$ cat config.mk
export PLATFORM = sky130hd
export DESIGN_NAME = hrfbr_back
export DESIGN_NICKNAME = d
export VERILOG_FILES = /design/src/hdl/heading_rate_from_body_rates_defines.svh /design/src/hdl/hrfbr_pkg.sv /design/src/hdl/hrfbr_back.sv
export SDC_FILE = /design/constraint.sdc
export NUM_CORES = 1
export LEC_CHECK = 0
export BUFFER_PORTS_ARGS = -buffer_cell sky130_fd_sc_hd__buf_2
export CAP_MARGIN = 25
export CORE_UTILIZATION = 49
export CTS_BUF_LIST = sky130_fd_sc_hd__clkbuf_16
export CTS_CLUSTER_DIAMETER = 150
export DETAILED_ROUTE_END_ITERATION = 6
export PLACE_DENSITY = 0.65
export SYNTH_ARGS = -nofsm -noshare
export SYNTH_HDL_FRONTEND = slang
export SYNTH_SLANG_ARGS = --single-unit
$ cat constraint.sdc
create_clock -name clk -period 8.7 [get_ports clk]
set_clock_uncertainty 0.15 [all_clocks]
set_input_delay 0.87 -clock clk [delete_from_list [all_inputs] [get_ports clk]]
set_output_delay 0.87 -clock clk [all_outputs]
set_load 0.02 [all_outputs]
$ cat src/hdl/heading_rate_from_body_rates_defines.svh
// Assertion macros shared by the heading rate block
`ifndef HEADING_RATE_FROM_BODY_RATES_DEFINES_SVH
`define HEADING_RATE_FROM_BODY_RATES_DEFINES_SVH

// Check a condition at every clock edge outside reset
`define HRFBR_ASSERT(label, cond, msg) \
    label: assert property (@(posedge clk) disable iff (!rst_n) (cond)) else $error(msg);

// Check that a trigger implies a consequence in the same cycle
`define HRFBR_ASSERT_IMP(label, trig, cons, msg) \
    label: assert property (@(posedge clk) disable iff (!rst_n) (trig) |-> (cons)) \
        else $error(msg);

`endif

$ cat src/hdl/hrfbr_pkg.sv
// ----------------------------------------------------------------------------
// hrfbr_pkg
// Types, constants and helpers for the heading rate block.
// ----------------------------------------------------------------------------
package hrfbr_pkg;

    localparam int QUEUE_DEPTH_DEF = 8;
    localparam int FRONT_STAGES    = 6;
    localparam int DIV_CYCLES      = 16;
    localparam int THR_W           = 31;
    localparam logic [THR_W-1:0] THR_RESET = 31'd2684;
    localparam logic signed [15:0] Q_MAX = 16'sd16384;
    localparam logic signed [31:0] ONE_Q28 = 32'sh1000_0000;
    localparam logic signed [31:0] OUT_MAX = 32'sh7FFF_FFFF;
    localparam logic signed [31:0] OUT_MIN = 32'sh8000_0000;

    typedef struct packed {
        logic signed [63:0] num;
        logic [30:0]        den;
        logic               den_low;
    } hr_item_t;

    typedef enum logic {
        ST_IDLE,
        ST_DIV
    } back_state_t;

    function automatic logic signed [15:0] clamp_q(input logic signed [15:0] v);
        logic signed [15:0] r;
        begin
            r = v;
            if (v > Q_MAX)
            begin
                r = Q_MAX;
            end
            else if (v < -Q_MAX)
            begin
                r = -Q_MAX;
            end
            return r;
        end
    endfunction

endpackage

$ cat src/hdl/hrfbr_back.sv
// ----------------------------------------------------------------------------
// hrfbr_back
// Radix-4 divider with saturation and flag handling; drives the result.
// ----------------------------------------------------------------------------
module hrfbr_back (
    input  logic                clk,
    input  logic                rst_n,
    input  logic                avail,
    input  hrfbr_pkg::hr_item_t head_item,
    output logic                pop,
    output logic                done,
    output logic signed [31:0]  hdg_rate,
    output logic                denom_small
);
    import hrfbr_pkg::*;

    localparam int CNT_W = $clog2(DIV_CYCLES);

    back_state_t state_reg, state_next;
    logic [63:0] rem_reg, rem_next;
    logic [62:0] dsr_reg, dsr_next;
    logic [31:0] quot_reg, quot_next;
    logic neg_reg, neg_next;
    logic [CNT_W-1:0] cnt_reg, cnt_next;
    logic done_reg, done_next;
    logic signed [31:0] res_reg, res_next;
    logic small_reg, small_next;

    logic [63:0] mag, rem1, rem2;
    logic [62:0] dsr1;
    logic b1, b2;
    logic [31:0] qfin;

    always_comb
    begin
        mag  = head_item.num[63] ? (64'd0 - head_item.num) : head_item.num;
        b1   = rem_reg >= {1'b0, dsr_reg};
        rem1 = b1 ? rem_reg - {1'b0, dsr_reg} : rem_reg;
        dsr1 = dsr_reg >> 1;
        b2   = rem1 >= {1'b0, dsr1};
        rem2 = b2 ? rem1 - {1'b0, dsr1} : rem1;
        qfin = {quot_reg[29:0], b1, b2};

        state_next = state_reg;
        rem_next   = rem_reg;
        dsr_next   = dsr_reg;
        quot_next  = quot_reg;
        neg_next   = neg_reg;
        cnt_next   = cnt_reg;
        done_next  = 1'b0;
        res_next   = res_reg;
        small_next = small_reg;
        pop        = 1'b0;

        case (state_reg)
            ST_IDLE:
            begin
                if (avail)
                begin
                    pop        = 1'b1;
                    small_next = head_item.den_low;
                    if (head_item.den_low || head_item.num == '0)
                    begin
                        done_next = 1'b1;
                        res_next  = '0;
                    end
                    else if (mag >= {2'b0, head_item.den, 31'd0})
                    begin
                        done_next = 1'b1;
                        res_next  = head_item.num[63] ? OUT_MIN : OUT_MAX;
                    end
                    else
                    begin
                        rem_next   = mag;
                        dsr_next   = {1'b0, head_item.den, 31'd0};
                        quot_next  = '0;
                        neg_next   = head_item.num[63];
                        cnt_next   = '0;
                        state_next = ST_DIV;
                    end
                end
            end
            ST_DIV:
            begin
                rem_next  = rem2;
                dsr_next  = dsr1 >> 1;
                quot_next = qfin;
                cnt_next  = cnt_reg + 1'b1;
                if (cnt_reg == CNT_W'(DIV_CYCLES - 1))
                begin
                    done_next  = 1'b1;
                    res_next   = neg_reg ? -$signed(qfin) : $signed(qfin);
                    state_next = ST_IDLE;
                end
            end
            default:
            begin
                state_next = ST_IDLE;
            end
        endcase
    end

    always_ff @(posedge clk or negedge rst_n)
    begin
        if (!rst_n)
        begin
            state_reg <= ST_IDLE;
            done_reg  <= 1'b0;
            cnt_reg   <= '0;
        end
        else
        begin
            state_reg <= state_next;
            done_reg  <= done_next;
            cnt_reg   <= cnt_next;
        end
    end

    always_ff @(posedge clk)
    begin
        rem_reg   <= rem_next;
        dsr_reg   <= dsr_next;
        quot_reg  <= quot_next;
        neg_reg   <= neg_next;
        res_reg   <= res_next;
        small_reg <= small_next;
    end

    assign done        = done_reg;
    assign hdg_rate    = res_reg;
    assign denom_small = small_reg;

endmodule

Word level (Yosys, flattened, before mapping)
Index checks and enable logic that the tools add are counted.
{ "totals": {"regBits": 197, "out_inout_bits": 35, "input_bits": 99} }
{ "op_classes": {"order_cmp": 3, "muxes": 38, "reduce_logical": 6, "n_eq_ne": 6, "bitwise": 3, "addsub": 5} }
{ "op_table": {"columns": ["operator", "n"], "rows": [
  ["64-bit 2-to-1 mux", 6],
  ["32-bit 2-to-1 mux", 6],
  ["63-bit 2-to-1 mux", 3],
  ["64-bit by 62-bit greater-or-equal comparator with 1-bit output", 2],
  ["64-bit one-hot mux with 2 select lines", 1],
  ["63-bit one-hot mux with 2 select lines", 1],
  ["30-bit 2-to-1 mux", 3],
  ["64-bit by 63-bit greater-or-equal comparator with 1-bit output", 1],
  ["64-bit logical NOT", 1],
  ["32-bit one-hot mux with 2 select lines", 1],
  ["1-bit by 64-bit subtractor with 64-bit output (first input constant)", 1],
  ["64-bit by 62-bit subtractor with 64-bit output", 1],
  ["64-bit by 63-bit subtractor with 64-bit output", 1],
  ["30-bit one-hot mux with 2 select lines", 1],
  ["32-bit negator", 1],
  ["4-bit 2-to-1 mux", 3],
  ["1-bit 2-to-1 mux", 10],
  ["4-bit one-hot mux with 2 select lines", 1],
  ["2-bit != test (second input constant)", 3],
  ["3-bit AND reduction", 2],
  ["4-bit by 1-bit adder with 4-bit output (second input constant)", 1],
  ["4-bit == test (second input constant)", 1],
  ["1-bit one-hot mux with 2 select lines", 2],
  ["4-bit AND reduction", 1],
  ["5 further kinds", 7]
]} }

Longest topological paths before layout
{ "logic_depth": {"depth_word": 7, "depth_mapped": 37, "ltp_nobuf": 32} }

Least setup slack after synthesis
OpenSTA, ideal clock, no wires.
{ "synth_timing": {"path_kind": "input -> register", "start": "in head_item[38] (netlist bit)", "end": "reg dsr_reg[0], enable pin", "setup_slack_ps": -104, "stages": 19, "setup_ps": 515, "n_path_buf": 2, "required_time_ps": 8035, "arrival_ps": 8139, "cell_sequence": "buf_6 > or4_1 > or3_2 > nor4_2 > nand2_1 > or2_2 > clkbuf_1 > o31ai_1 > xnor2_1 > ha_1 > a21o_1 > a21o_1 > a21oi_1 > o21ai_0 > or3_1 > nor4b_1 > a2111oi_4 > nor2_2 > a21o_1"} }
{ "synth_between": {"elab_chain_len": 5, "word_cells_on_any_way": 8, "cone_classes": "add/sub (1); order compare (1); eq/ne (2); mux (1); reduce/logical (3)"} }
{ "synth_lines": {"columns": ["item", "line", "rtl"], "rows": [
  ["start, declared", "hrfbr_back.sv:9", "input hrfbr_pkg::hr_item_t head_item,"],
  ["1-bit by 64-bit subtractor with 64-bit output", "hrfbr_back.sv:36", "mag = head_item.num[63] ? (64'd0 - head_item.num) : head_item.num;"],
  ["64-bit 2-to-1 mux", "hrfbr_back.sv:36", null],
  ["64-bit by 62-bit greater-or-equal comparator with 1-bit output", "hrfbr_back.sv:67", "else if (mag >= {2'b0, head_item.den, 31'd0})"],
  ["2-bit != test (no line)", null, null],
  ["3-bit AND reduction (no line) (*)", null, null],
  ["end signal, assigned", "hrfbr_back.sv:122", "dsr_reg <= dsr_next;"],
  ["end, declared", "hrfbr_back.sv:21", "logic [62:0] dsr_reg, dsr_next;"]
]} }
Every way passes the cells marked *; elsewhere a longest branch is shown, timed or not.
A chain may end at the register's enable or synchronous reset.

Final worst setup path
{ "layout_timing": {"start": "reg rem_reg[11]", "end": "reg res_reg[24], in the netlist hdg_rate[24] (data pin)"} }
{ "layout_between": {"elab_chain_len": 7, "word_cells_on_any_way": 8, "cone_classes": "add/sub (2); order compare (2); mux (4)"} }
{ "layout_lines": {"columns": ["item", "line", "rtl"], "rows": [
  ["start, declared", "hrfbr_back.sv:20", "logic [63:0] rem_reg, rem_next;"],
  ["start signal, assigned", "hrfbr_back.sv:121", "rem_reg <= rem_next;"],
  ["64-bit by 63-bit subtractor with 64-bit output or 64-bit by 63-bit greater-or-equal comparator with 1-bit output (tied branches)", "hrfbr_back.sv:38, hrfbr_back.sv:37", null],
  ["64-bit 2-to-1 mux", "hrfbr_back.sv:38", "rem1 = b1 ? rem_reg - {1'b0, dsr_reg} : rem_reg;"],
  ["64-bit by 62-bit greater-or-equal comparator with 1-bit output", "hrfbr_back.sv:40", "b2 = rem1 >= {1'b0, dsr1};"],
  ["32-bit negator (*)", "hrfbr_back.sv:92", "res_next = neg_reg ? -$signed(qfin) : $signed(qfin);"],
  ["32-bit 2-to-1 mux (*)", "hrfbr_back.sv:92", null],
  ["32-bit 2-to-1 mux (*)", "hrfbr_back.sv:89", "if (cnt_reg == CNT_W'(DIV_CYCLES - 1))"],
  ["32-bit one-hot mux with 2 select lines (*)", "hrfbr_back.sv:55", "case (state_reg)"],
  ["via res_next[24]", "hrfbr_back.sv:26", "logic signed [31:0] res_reg, res_next;"],
  ["end signal, assigned", "hrfbr_back.sv:125", "res_reg <= res_next;"],
  ["end, declared", "hrfbr_back.sv:26", null]
]} }
Mark *: on every way through the listed nets, which the timed path passes. The rest lies on a longest branch. The select of a mux whose other input is x is not followed.

==> run metrics <==
outcome=completed; chip height=205 um; count of H-tree levels built during CTS=4; shortest clock period the worst path allows after layout=a little over 8 ns; violation count after the first detailed-route iteration=1919; Core Box Area=between 40000 and 50000 um2; nets=2816; class of the most critical hold timing path=flip-flop to flip-flop; post-DR vias/cell=6.31; combinational family with the most area after synthesis=compound AO/OA/AOI/OAI gates; number of design rule violations left after detail routing=0; synthesized area per cell=8.09 um2; port buffer count=133; site row count=73; highest-count cells in the layout ignoring fill and taps=324 x sky130_fd_sc_hd__nand2_1, 201 x sky130_fd_sc_hd__o21ai_0, 199 x sky130_fd_sc_hd__nor2_1; via count=19600; number of buffers created by CTS=17; most frequent standard cell in the layout excluding fill and tap cells=sky130_fd_sc_hd__nand2_1; count of state elements after synthesis=196; share of flip-flops with an asynchronous set or reset=0.0306; sequential fraction of the synthesis area=0.291; critical path endpoint category=flip-flop; highest clock frequency the design can meet=around 120 MHz; post-route antenna net violation count=0; HPWL after DPL=54400 um; final sum of negative setup slack=0 ns; Die Area=42000 um2; unrepaired setup endpoints after global routing=no; pin count of the biggest net entering global routing=~110; Initial DRT Pass Iterations=6; wire length of the first global-routing pass=104000 um; cell seen most often among critical-path stages=sky130_fd_sc_hd__nand2b_1; commonest register cell after synthesis=sky130_fd_sc_hd__edfxtp_1; Critical Path Fanout Max=62; adder and majority cell fraction of the synthesized area=0.100; maximum capacitance violations=0; fraction of the mapped netlist area in simple logic gates=0.204; TritonCTS clock tree=yes; initial antenna violation count=12; post-synthesis compound-gate area fraction=0.247; unique cell type count in the Yosys netlist=87; Critical Path RT=8.78 ns; Post-synth EDFFs=190; insertion delay to the later sink of the worst-skew pair=about 0.51 ns; final count of negative-setup-slack endpoints=0; Chip Width=just over 200 um; routed wire length=slightly below 70000 um; XOR/XNOR Fraction of Synth Area=0.0899; clock transition time at the flip-flop clock pins of the worst setup and hold paths=0.09 ns; GPL Wtd Cong=between 1 and 1.5; filler instances=between 3000 and 4000; grt ovf=0; Root Driver=sky130_fd_sc_hd__clkbuf_16; critical path data arrival time=8.37 ns; number of sinks driven by the clock tree=196; flip-flop count of the largest register, all copies and words added=between 60 and 70; initial standard-cell utilization of the core=0.502; DR WL/cell=22.3 um; slew at the pin closest to its max-slew limit=about 1.1 ns; layout overhead on the synthesized area=8.95%; startpoint type of the worst setup path=flip-flop; multiplexer share of the synthesized area=0.0132; crit share post-route=0.954; slowest CP cell=sky130_fd_sc_hd__nor3_1; Clock Tree Buf Depth=2; relative slew slack=0.232; number of max-slew violations in the final report=0; io pins=134; share of cells above drive strength 1=0.110; cell area after synthesis=between 20000 and 25000 um2; final hold violation count=0; global-route usage over all layers=0.327; number of global-route vias before repair=18000; Yosys warning count=0; highest cell delay on the worst timing path=0.74 ns; total nets after synthesis=between 2000 and 3000; critical path start-end classification=flip-flop to flip-flop; synthesized instance count=approximately 2500
## worst max-delay path, delay by kind of cell (launching register included)
kind | cells | cell delay (ns)
adder cells (fa/ha/maj) | 3 | 1.06
AO/OA/AOI/OAI | 11 | 3.38
XOR/XNOR | 1 | 0.18
buffers and inverters | 4 | 0.64
flip-flops | 1 | 0.44
AND/OR/NAND/NOR | 10 | 2.10
## cells in the mapped netlist, drive strengths merged (24+ instances only)
cell	instances	area, um2
nand2	324	1220
o21ai	210	1050
nor2	200	753
edfxtp	190	5710
a21oi	181	913
ha	158	1980
inv	139	522
xnor2	129	1130
clkbuf	94	353
a21o	81	608
xor2	78	683
a31oi	65	407
nor3	60	312
nand4	46	288
and2	40	250
buf	36	224
nand3	35	180
o31ai	33	253
or3	29	193
a211oi	25	193
o41ai	24	255
## stage by stage
| stage | cell area [um2] | hold WS [ns] | utilization | setup WS [ns] | instances |
|---|---|---|---|---|---|
| 6_report | 22000 | 0.404 | 0.546 | 0.402 | 3098 |
| 2_1_floorplan | 20200 | 0.354 | - | 1.02 | 2493 |
| 3_5_place_dp | 21200 | 0.388 | 0.528 | 0.474 | 3051 |
| 3_3_place_gp | 21200 | 0.367 | 0.528 | 0.680 | 3051 |
| 5_1_grt | 22000 | 0.436 | 0.546 | 0.0401 | 3096 |
| 4_1_cts | 21800 | 0.406 | 0.543 | 0.431 | 3084 |
## routing by layer
| metal | part of all wire | vias to the layer above | track usage |
|---|---|---|---|
| met1 | 0.47 | 9238 | 0.489 |
| met5 | 0.0018 | - | 0 |
| li1 | - | 9280 | - |
| met3 | 0.089 | 126 | 0.0681 |
| met4 | 0.035 | 18 | 0.126 |
| met2 | 0.40 | 899 | 0.452 |
## kinds of logic (layout without fill, tap and decap cells)
| group | after synthesis | in the layout |
|---|---|---|
| AND/OR/NAND/NOR | 866 | 866 |
| AO/OA/AOI/OAI | 770 | 771 |
| buffers and inverters | 269 | 345 |
| XOR/XNOR | 207 | 207 |
| flip-flops | 196 | 196 |
| adder cells (fa/ha/maj) | 160 | 160 |
| multiplexers | 25 | 25 |
| other | 0 | 3 |
## path summary, 6_finish.rpt
| path | cells after the start | slack (ns) | to | startpoint |
|---|---|---|---|---|
| worst max-delay path | 29 | 0.40 | hdg_rate[24] | rem_reg[11] |
| worst min-delay path | 2 | 0.40 | dsr_reg[34] | dsr_reg[36] |
| worst max register to register | 29 | 0.40 | hdg_rate[24] | rem_reg[11] |
| worst min register to register | 2 | 0.40 | dsr_reg[34] | dsr_reg[36] |
| max in group asynchronous | 2 | 7.64 | state_reg | rst_n |
| min in group asynchronous | 2 | 0.57 | cnt_reg[3] | rst_n |
## repair_timing
item | CTS | global route
resized for setup | 0 | 4
hold buffers | 1 | 0
buffers inserted | 0 | 9
hold endpoints to repair | 2 | 0
setup endpoints to repair | 0 | 14
## final cells by class
cell class	instances	area (um2)	area share
Clock buffer	17	425	0.0194
Timing Repair Buffer	174	1060	0.0482
Antenna cell	3	7.51	0.000342
Sequential cell	196	5860	0.267
Clock inverter	15	180	0.00820
Tap cell	525	657	0.0299
Multi-Input combinational cell	2029	13300	0.603
Inverter	139	522	0.0238
Power is left out: the tool's default activity adds up to more than one toggle a clock period on the data nets, which glitch-free logic cannot reach.
