<file path="src/hdl/heading_rate_from_body_rates_defines.svh">
// Assertion macros shared by the heading rate block
`ifndef HEADING_RATE_FROM_BODY_RATES_DEFINES_SVH
`define HEADING_RATE_FROM_BODY_RATES_DEFINES_SVH

// Check a condition at every clock edge outside reset
`define HRFBR_ASSERT(label, cond, msg) \
    label: assert property (@(posedge clk) disable iff (!rst_n) (cond)) else $error(msg);

// Check that a trigger implies a consequence in the same cycle
`define HRFBR_ASSERT_IMP(label, trig, cons, msg) \
    label: assert property (@(posedge clk) disable iff (!rst_n) (trig) |-> (cons)) \
        else $error(msg);

`endif

</file>
<file path="src/hdl/hrfbr_pkg.sv">
// ----------------------------------------------------------------------------
// hrfbr_pkg
// Types, constants and helpers for the heading rate block.
// ----------------------------------------------------------------------------
package hrfbr_pkg;

    localparam int QUEUE_DEPTH_DEF = 8;
    localparam int FRONT_STAGES    = 6;
    localparam int DIV_CYCLES      = 16;
    localparam int THR_W           = 31;
    localparam logic [THR_W-1:0] THR_RESET = 31'd2684;
    localparam logic signed [15:0] Q_MAX = 16'sd16384;
    localparam logic signed [31:0] ONE_Q28 = 32'sh1000_0000;
    localparam logic signed [31:0] OUT_MAX = 32'sh7FFF_FFFF;
    localparam logic signed [31:0] OUT_MIN = 32'sh8000_0000;

    typedef struct packed {
        logic signed [63:0] num;
        logic [30:0]        den;
        logic               den_low;
    } hr_item_t;

    typedef enum logic {
        ST_IDLE,
        ST_DIV
    } back_state_t;

    function automatic logic signed [15:0] clamp_q(input logic signed [15:0] v);
        logic signed [15:0] r;
        begin
            r = v;
            if (v > Q_MAX)
            begin
                r = Q_MAX;
            end
            else if (v < -Q_MAX)
            begin
                r = -Q_MAX;
            end
            return r;
        end
    endfunction

endpackage

</file>
<file path="src/hdl/hrfbr_queue.sv">
// ----------------------------------------------------------------------------
// hrfbr_queue
// Item queue between front and back, with credit count for items in flight.
// ----------------------------------------------------------------------------
`include "heading_rate_from_body_rates_defines.svh"

module hrfbr_queue #(
    parameter int DEPTH = hrfbr_pkg::QUEUE_DEPTH_DEF
) (
    input  logic                clk,
    input  logic                rst_n,
    input  logic                claim,
    input  logic                push,
    input  hrfbr_pkg::hr_item_t push_item,
    input  logic                pop,
    output hrfbr_pkg::hr_item_t head_item,
    output logic                empty,
    output logic                full
);
    import hrfbr_pkg::*;

    localparam int IW = (DEPTH > 1) ? $clog2(DEPTH) : 1;
    localparam int CW = $clog2(DEPTH + 1);

    hr_item_t mem [DEPTH];
    logic [IW-1:0] wr_ptr_reg, wr_ptr_next, rd_ptr_reg, rd_ptr_next;
    logic [CW-1:0] count_reg, count_next, pend_reg, pend_next;

    always_comb
    begin
        wr_ptr_next = wr_ptr_reg;
        rd_ptr_next = rd_ptr_reg;
        if (push)
        begin
            wr_ptr_next = (wr_ptr_reg == IW'(DEPTH - 1)) ? '0 : wr_ptr_reg + 1'b1;
        end
        if (pop)
        begin
            rd_ptr_next = (rd_ptr_reg == IW'(DEPTH - 1)) ? '0 : rd_ptr_reg + 1'b1;
        end
        count_next = count_reg + CW'(push) - CW'(pop);
        pend_next  = pend_reg + CW'(claim) - CW'(pop);
    end

    always_ff @(posedge clk or negedge rst_n)
    begin
        if (!rst_n)
        begin
            wr_ptr_reg <= '0;
            rd_ptr_reg <= '0;
            count_reg  <= '0;
            pend_reg   <= '0;
        end
        else
        begin
            wr_ptr_reg <= wr_ptr_next;
            rd_ptr_reg <= rd_ptr_next;
            count_reg  <= count_next;
            pend_reg   <= pend_next;
        end
    end

    always_ff @(posedge clk)
    begin
        if (push)
        begin
            mem[wr_ptr_reg] <= push_item;
        end
    end

    assign head_item = mem[rd_ptr_reg];
    assign empty     = (count_reg == '0);
    assign full      = (pend_reg == CW'(DEPTH));

    `HRFBR_ASSERT_IMP(a_no_overflow, push, count_reg != CW'(DEPTH), "queue overflow")
    `HRFBR_ASSERT_IMP(a_no_underflow, pop, count_reg != '0, "queue underflow")
    `HRFBR_ASSERT(a_credit, count_reg <= pend_reg, "queue count exceeds credits")
    `HRFBR_ASSERT_IMP(a_claim_room, claim, pend_reg != CW'(DEPTH), "claim while full")

endmodule

</file>
<file path="config.mk">
export PLATFORM = sky130hd
export DESIGN_NAME = hrfbr_queue
export DESIGN_NICKNAME = d
export VERILOG_FILES = /design/src/hdl/hrfbr_pkg.sv /design/src/hdl/hrfbr_queue.sv
export VERILOG_INCLUDE_DIRS = /design/src /design/src/hdl
export SDC_FILE = /design/constraint.sdc
export NUM_CORES = 1
export LEC_CHECK = 0
export BUFFER_PORTS_ARGS = -buffer_cell sky130_fd_sc_hd__clkbuf_2
export CORE_ASPECT_RATIO = 0.75
export CORE_UTILIZATION = 44
export CTS_BUF_LIST = sky130_fd_sc_hd__clkbuf_4 sky130_fd_sc_hd__clkbuf_8 sky130_fd_sc_hd__clkbuf_16
export DETAILED_ROUTE_END_ITERATION = 10
export HOLD_SLACK_MARGIN = 0.15
export PLACE_DENSITY_LB_ADDON = 0.1
export SLEW_MARGIN = 40
export SYNTH_ARGS = -nofsm -noshare
export SYNTH_HDL_FRONTEND = slang
export SYNTH_SLANG_ARGS = --single-unit
</file>
<file path="constraint.sdc">
create_clock -name clk -period 11.2 [get_ports clk]
set_clock_uncertainty 0.2 [all_clocks]
set_input_delay 1.12 -clock clk [delete_from_list [all_inputs] [get_ports clk]]
set_output_delay 1.12 -clock clk [all_outputs]
set_load 0.005 [all_outputs]
</file>
== Word level (Yosys, flattened, before mapping) ==
Memory sizes are Yosys's and may differ from the RTL's.
Cells that the tools add are included.
Storage, ports and cells
  bits in registers: 14
  memory bits (writable): 768
  output and inout port bits: 98
  word-level logic and storage cells: 19
  memories kept: 1
Memory list
  mem: depth 8, width 96, rd ports 1, clocked after Yosys merged registers in 0, write ports 1, RTL line hrfbr_queue.sv:25  | hr_item_t mem [DEPTH];
Cells by class
  add/sub/neg operators: 6
  equal/unequal tests: 3
  muxes and demuxes: 4
  reductions and logical operators: 1
Operator list (number)
  $add A4 B1 Y4: 2
  $sub A4 B1 Y4: 2
  $add A3 B1 Y3 const B: 2
  $eq A3 B3 Y1 const B: 2
  $mux W3: 2
  $eq A4 B4 Y1 const B: 1
  $logic_not A4 Y1: 1
  $mux W1: 2

== Depth between registers and ports, before layout ==
Gate-level depths: netlist of run 1.
  word-level depth: 2
  depth in mapped cells: 7
  gate-level depth less buffers: 7

== Least setup slack after synthesis of run 1 ==
Ideal clock, no wire load.
  kind: in2reg
  start: input port push
  end: memory mem[0][0] (netlist name), enable pin
  library setup time: 0.668 ns
  arrival time: 7.709 ns
  required time: 10.332 ns
  setup slack: 2.623 ns
  stages: 2
  path buffers: 0
  path through: nand2b_1 > nor3_1
On the way
  cells in the longest elaborated chain, start to end: 2
RTL lines
  from (decl): RTL line hrfbr_queue.sv:13  | input logic push,
  $mux W1: RTL line hrfbr_queue.sv:65  | if (push)
  $mux W1 (not written as such): RTL line hrfbr_queue.sv:67  | mem[wr_ptr_reg] <= push_item;
  to (decl): RTL line hrfbr_queue.sv:25
Every way passes these cells.

==> results of run 1 <==
[cells in the mapped netlist (3+ instances only)]
cell type  count  area, µm²
edfxtp_1     768      23060
nand2_1      290       1089
mux4_2       192       4324
buf_6         19      214.0
buf_2         18      90.09
dfrtp_1       14      350.3
ha_1          14      175.2
clkbuf_1      13      48.80
inv_1         13      48.80
buf_1         12      45.04
nor2_1         8      30.03
mux2_2         5      56.30
nand2b_1       3      18.77
[kinds of logic (layout without fill, tap and decap cells)]
| kind of cell | count (synthesis) | count (layout) |
|---|---|---|
| DFF | 782 | 782 |
| and+or+nand+nor | 306 | 306 |
| muxes | 197 | 197 |
| buffers and inverters | 78 | 384 |
| adders and majority gates | 16 | 16 |
| AOI/OAI and AO/OA | 5 | 5 |
| xor gates and xnor gates | 4 | 4 |
| other | 0 | 3 |
[final cells by class]
type / count / area [µm²] / share of cell area (%)
multi-input combinational: 528 / 5883 / 17.11
timing repair buffer: 228 / 1354 / 3.936
inverter: 14 / 55.05 / 0.1601
antenna: 3 / 7.507 / 0.02183
tap: 882 / 1104 / 3.209
sequential: 782 / 23420 / 68.11
clock buffer: 99 / 2145 / 6.236
clock inverter: 43 / 420.4 / 1.222
[routing by layer]
metal / GRT usage [%] / wire, µm
met1: 25.63 / 27530
met2: 30.29 / 30590
met3: 4.180 / 2949
met4: 5.051 / 1269
met5: 0 / 68
[worst register-to-register path, delay by kind of cell (launching register included)]
family | cells | cell delay (ns)
buffers and inverters | 2 | 1.09
DFF | 1 | 0.83
adders and majority gates | 2 | 0.49
muxes | 1 | 0.29
and+or+nand+nor | 1 | 0.04
[report_power, final]
group	leakage [nW]	internal [W]	switching, W
clock network	1.28	0.00154	0.00107
logic	3.36	0.00113	0.00141
registers	7.14	0.00368	0.000156
[metrics by stage]
stage	total power (W)	util [%]	setup WS [ns]	cell area, µm²	cells
floorplan	0.005625	-	2.623	29710	1388
global placement	0.006495	47.40	6.350	31660	2428
detailed placement	0.006536	47.59	6.582	31790	2433
CTS	0.009163	51.43	5.908	34350	2575
global route	0.009476	51.49	5.697	34390	2578
finish	0.008993	51.49	6.026	34390	2579
[worst paths after layout]
kind	start	end	slack, ns
worst max-delay path	rd_ptr_reg[0]$_DFFE_PN0P_	head_item[4]	6.03
worst max register to register	rd_ptr_reg[0]$_DFFE_PN0P_	rd_ptr_reg[0]$_DFFE_PN0P_	8.13
worst min-delay path	rst_n	count_reg[0]$_DFF_PN0_	0.22
worst min register to register	pend_reg[3]$_DFF_PN0_	pend_reg[3]$_DFF_PN0_	0.36
max in group asynchronous	rst_n	rd_ptr_reg[0]$_DFFE_PN0P_	10.26
min in group clk	pend_reg[3]$_DFF_PN0_	pend_reg[3]$_DFF_PN0_	0.36
==> parameters.txt, run 1 <==
Parameter                              Value

STA
  Max-slew violation total from the final report ... 0
  Max transition margin ... 46.49%
  Worst hold slack ... 0.2219 ns
  Final critical delay including setup and external delays ... 5.174 ns
  Highest achievable clock rate ... 193.3 MHz
  Ratio of final minimum period to clock period ... 46.20%
  Setup repair after global routing missed its margin ... false
  Fin. Hold Viols ... 0
  Final setup violation count ... 0
  Accumulated negative setup slack ... 0 ns
  Worst Tran Pin Value ... 0.8026 ns

Synth
  Most common flop cell mapped by yosys ... edfxtp_1
  Cell count after synthesis ... 1,388
  Number of warnings printed during yosys synthesis ... 0
  Syn_nets ... 1,505
  Number of enable flip-flop cells after synthesis ... 768
  Netlist area before placement ... 0.02971 mm²
  Post-synthesis mux area share ... 14.75%
  Total of flip-flops plus latches after synthesis ... 782
  Sequential cell area fraction in the yosys report ... 78.81%
  Ys async rst share ... 1.790%
  Complex-gate fraction of the synthesized area ... 0.1011%
  Number of library cell types mapped by synthesis ... 24
  Fraction of the mapped netlist area in adder cells ... 0.7245%
  Post-Syn Area per Cell ... 21.40 µm²
  Synth Area in Simple Gates ... 3.930%
  Fraction of synthesized cell area in xor and xnor cells ... 0.1179%
  Main combinational cell family by area after synthesis ... multiplexers

Setup path
  CP Capture Type ... output pin
  CP peak stage delay ... 0.83 ns
  Logic depth of the worst register-to-register path ... 6
  WS Path Type ... flop to output pin
  Maximum fanout encountered on the critical timing path ... 49
  Sort of element at the start of the critical path ... flop
  Worst-path cell chain ... buf_6 > buf_12 > buf_16 > mux4_2 > nand2_1 > nand2_1 > clkbuf_2
  Cell family with the largest share of critical-path delay ... buffers and inverters
  Most Frequent Cell on Critical Path ... nand2_1
  Slowest-stage cell, CP ... dfrtp_4
  Crit path buf inv count ... 4
  Worst EP required ... 9.88 ns
  CP Depth ... 7
  Signal arrival time at the worst endpoint ... 3.85 ns

Routing
  Initial DRC Count ... 891
  Residual DRC count ... 20
  Vias ... 13,740
  TritonRoute pass-1 iters ... 8
  Number of vias per cell after detailed routing ... 5.328
  Post-detailed-route count of antenna-violating nets ... 0
  Detail-routed net length per standard cell ... 24.19 µm
  Wirelength, routed ... 62,400 µm

Power and ir drop
  Total power divided by cell area ... 261.5 mW/mm²
  Leakage dissipation ... 11.78 nW
  Peak supply drop ... 0.0001436 V

Global route
  Antenna violations before repair ... 8
  Vias in the first global route ... 14,720
  Largest net degree at the start of global routing ... 97
  Remaining global-route overflow ... 0
  Global-route usage over all layers ... 18.66%
  Global-route wire length before repair ... 93,630 µm

Status
  Violations in the final reports ... design-rule violations
  Status ... finished, violations left

Clock network
  Clock tree from TritonCTS ... yes
  Buffers inserted by post-CTS timing repair ... 0
  Total number of H-tree levels ... 3
  Clock tree sinks ... 782
  CTS clk-pin slew, worst paths ... 0.06 ns
  Clk_lat worst skew ... 0.61 ns
  Total CTS buffers ... 77
  Cts repair resizes ... 0
  Number of hold-repair buffers added at the cts stage ... 0
  Clock root buffer master ... clkbuf_16
  Buffers from clock root to sink, at most ... 3

Floorplan
  Vert. Die Dim ... 227.0 µm
  Top Ports ... 199
  Die Footprint ... 0.06857 mm²
  Number of placement rows ... 82
  Initial standard-cell utilization of the core ... 44.48%
  X dimension of the die ... 302.0 µm
  Core area ... 0.06679 mm²

Layout
  Net total in the final layout ... 1,748
  Number of filler cells placed in the layout ... 5,320
  Area delta synth->final ... 15.77%
  Max FFs per register ... 768
  Most common cell after layout, fill and taps aside ... edfxtp_1
  Most used cells in the layout excluding fill and tap cells ... edfxtp_1, nand2_1, clkbuf_2
  Share of cells above drive strength 1 ... 33.12%

Placement
  Routability cong. ... 0.6897
  Quantity of I/O buffers inserted on ports ... 198
  Hpwl dp ... 31,600 µm

Flow run
  Count of max-cap constraint violations ... 0

Worst hold path
  Class of the tightest hold or removal check ... input port to asynchronous set/reset pin
Note: power is estimated with default switching activity, not from simulation.
==> run 2: changes to the inputs <==
==> constraint.sdc (replaced) <==
create_clock -name clk -period 5 [get_ports clk]
set_clock_uncertainty 0.2 [all_clocks]
set_input_delay 0.5 -clock clk [delete_from_list [all_inputs] [get_ports clk]]
set_output_delay 0.5 -clock clk [all_outputs]
set_load 0.005 [all_outputs]
==> run 2 against run 1 <==
The flow still finishes with violations (design-rule violations). Sequential power increased by 120%. Via count up 3.6%. Critical path depth fell by 1. Non-clock buffer count grew 112. Cell count rose by 3.9%. Combinational power is 130% higher. Flip-flop and latch count did not move.
==> parameters.txt, run 2 (synthesis results as in run 1) <==
Parameter                              Value

Setup path
  WS Path Type ... flop to output pin
  Reg-to-reg critical path endpoint ... mem[1][61]$_DFFE_PP_
  Sort of element at the start of the critical path ... flop
  Worst EP required ... 4.30 ns
  Worst-case register-to-register setup slack ... 2.53 ns
  Signal arrival time at the worst endpoint ... 2.83 ns
  Logic depth of the worst register-to-register path ... 3
  Maximum fanout encountered on the critical timing path ... 34
  Reg-to-reg startpoint ... wr_ptr_reg[2]$_DFFE_PN0P_
  CP Capture Type ... output pin

Routing
  TritonRoute pass-1 iters ... 9
  Post-detailed-route count of antenna-violating nets ... 0
  Wirelength, routed ... 63,400 µm
  Detail-routed net length per standard cell ... 23.66 µm
  Vias ... 14,230
  Residual DRC count ... 11
  Number of vias per cell after detailed routing ... 5.310
  Initial DRC Count ... 922

Power and ir drop
  Peak supply drop ... 0.0003003 V
  Total power divided by cell area ... 566.6 mW/mm²
  Leakage dissipation ... 12.18 nW

Global route
  Peak-usage layer in the global routing report ... met2
  Vias in the first global route ... 15,160
  Met2 routing resource usage after global routing ... 30.97%
  Global-route usage over all layers ... 18.92%
  Remaining global-route overflow ... 0
  Global-route wire length before repair ... 95,160 µm
  Largest net degree at the start of global routing ... 87
  Met3 global-route usage ... 3.101%
  GRT met1 Usage ... 26.68%
  Antenna violations before repair ... 2

STA
  Worst hold slack ... 0.3760 ns
  Max-slew violation total from the final report ... 0
  Fin. Hold Viols ... 0
  Highest achievable clock rate ... 283.3 MHz
  Ratio of final minimum period to clock period ... 70.60%
  Final critical delay including setup and external delays ... 3.530 ns
  Max transition margin ... 44.97%
  Final setup violation count ... 0
  Setup repair after global routing missed its margin ... false
  Worst Tran Pin Value ... 0.8254 ns

Layout
  Number of antenna repair diodes ... 0
  Net total in the final layout ... 1,860
  Area delta synth->final ... 18.97%
  Number of filler cells placed in the layout ... 5,278
  Most common cell after layout, fill and taps aside ... edfxtp_1
  Most used cells in the layout excluding fill and tap cells ... edfxtp_1, nand2_1, clkbuf_2
  Max FFs per register ... 768
  Seq. cell area ... 0.02342 mm²
  Fraction of the core area covered by cells at the end of the flow ... 52.91%
  Multi-input combinational cell area ... 0.005896 mm²
  Share of cells above drive strength 1 ... 31.70%

Clock network
  Total number of H-tree levels ... 3
  Total CTS buffers ... 77
  Clock tree from TritonCTS ... yes
  Clk_lat worst skew ... 0.60 ns
  CTS clk-pin slew, worst paths ... 0.06 ns
  Clock root buffer master ... clkbuf_16
  Buffers from clock root to sink, at most ... 3
  Clock tree sinks ... 782
  Buffers inserted by post-CTS timing repair ... 0

Status
  Violations in the final reports ... design-rule violations
  Status ... finished, violations left

Floorplan
  Core area ... 0.06679 mm²
  Number of placement rows ... 82
  Die Footprint ... 0.06857 mm²
  Top Ports ... 199
  X dimension of the die ... 302.0 µm
  Initial standard-cell utilization of the core ... 44.48%
  Vert. Die Dim ... 227.0 µm

Placement
  Routability cong. ... 0.6928
  Hpwl dp ... 32,850 µm
  Quantity of I/O buffers inserted on ports ... 198

Flow run
  Count of max-cap constraint violations ... 0

Worst hold path
  Startpoint of the most critical hold path ... pend_reg[3]$_DFF_PN0_
  Hold Crit Endpoint ... pend_reg[3]$_DFF_PN0_
  Number of instances on the worst hold path ... 2
  Class of the tightest hold or removal check ... flop to flop
[run 2: metal layers]
layer / up-vias / routed length (µm)
met1: 7566 / 28580
met3: 89 / 2548
met4: 4 / 1173
met5: - / 23
met2: 294 / 31070
li1: 6277 / -
[run 2: layout make-up]
cell class,count,share of cell area (%)
clock buffers,100,5.990
multi-input cells,528,16.68
well taps,882,3.123
flip-flops and latches,782,66.28
clock inverters,34,0.7400
repair buffers,340,7.028
inverters,14,0.1558
[run 2: worst max-delay path by stage]
stage / startpoint / to / slack, ns
global placement: rd_ptr_reg[0]$_DFFE_PN0P_ / head_item[81] / 1.87
detailed placement: rd_ptr_reg[0]$_DFFE_PN0P_ / head_item[77] / 2.01
floorplan: push / mem[4][0]$_DFFE_PP_ / -0.38
finish: rd_ptr_reg[0]$_DFFE_PN0P_ / head_item[77] / 1.47
global route: rd_ptr_reg[0]$_DFFE_PN0P_ / head_item[77] / 1.25
CTS: rd_ptr_reg[0]$_DFFE_PN0P_ / head_item[77] / 1.35
[run 2: through the flow]
step | worst slack (ns) | cell area [µm²] | total power, W | TNS (ns) | cells
after floorplan | -0.3793 | 29720 | 0.01258 | -216.65 | 1388
after global placement | 1.871 | 31880 | 0.01470 | 0 | 2442
after detailed placement | 2.015 | 31950 | 0.01482 | 0 | 2445
after CTS | 1.354 | 35340 | 0.02041 | 0 | 2680
after global routing | 1.250 | 35340 | 0.02111 | 0 | 2680
final | 1.470 | 35340 | 0.02002 | 0 | 2680
[run 2: what timing repair did]
action | 4_1_cts | 5_1_grt
resized for setup | 0 | 0
hold buffers | 101 | 0
hold endpoints to repair | 790 | 0
[run 2: where the power goes]
group	switching [W]	total (W)	internal, W	leakage (nW)
clock	0.00236	0.00550	0.00315	1.20
combinational	0.00328	0.00597	0.00269	3.85
sequential	0.000308	0.00855	0.00824	7.14
total	0.00594	0.0200	0.0141	12.2
[run 2: critical path, cell delays in order (launching register included)]
cell      delay [ns]
dfrtp_4         0.68
buf_12          0.29
buf_12          0.30
mux4_2          0.55
nand2_1         0.08
nand2_1         0.13
clkbuf_2        0.15
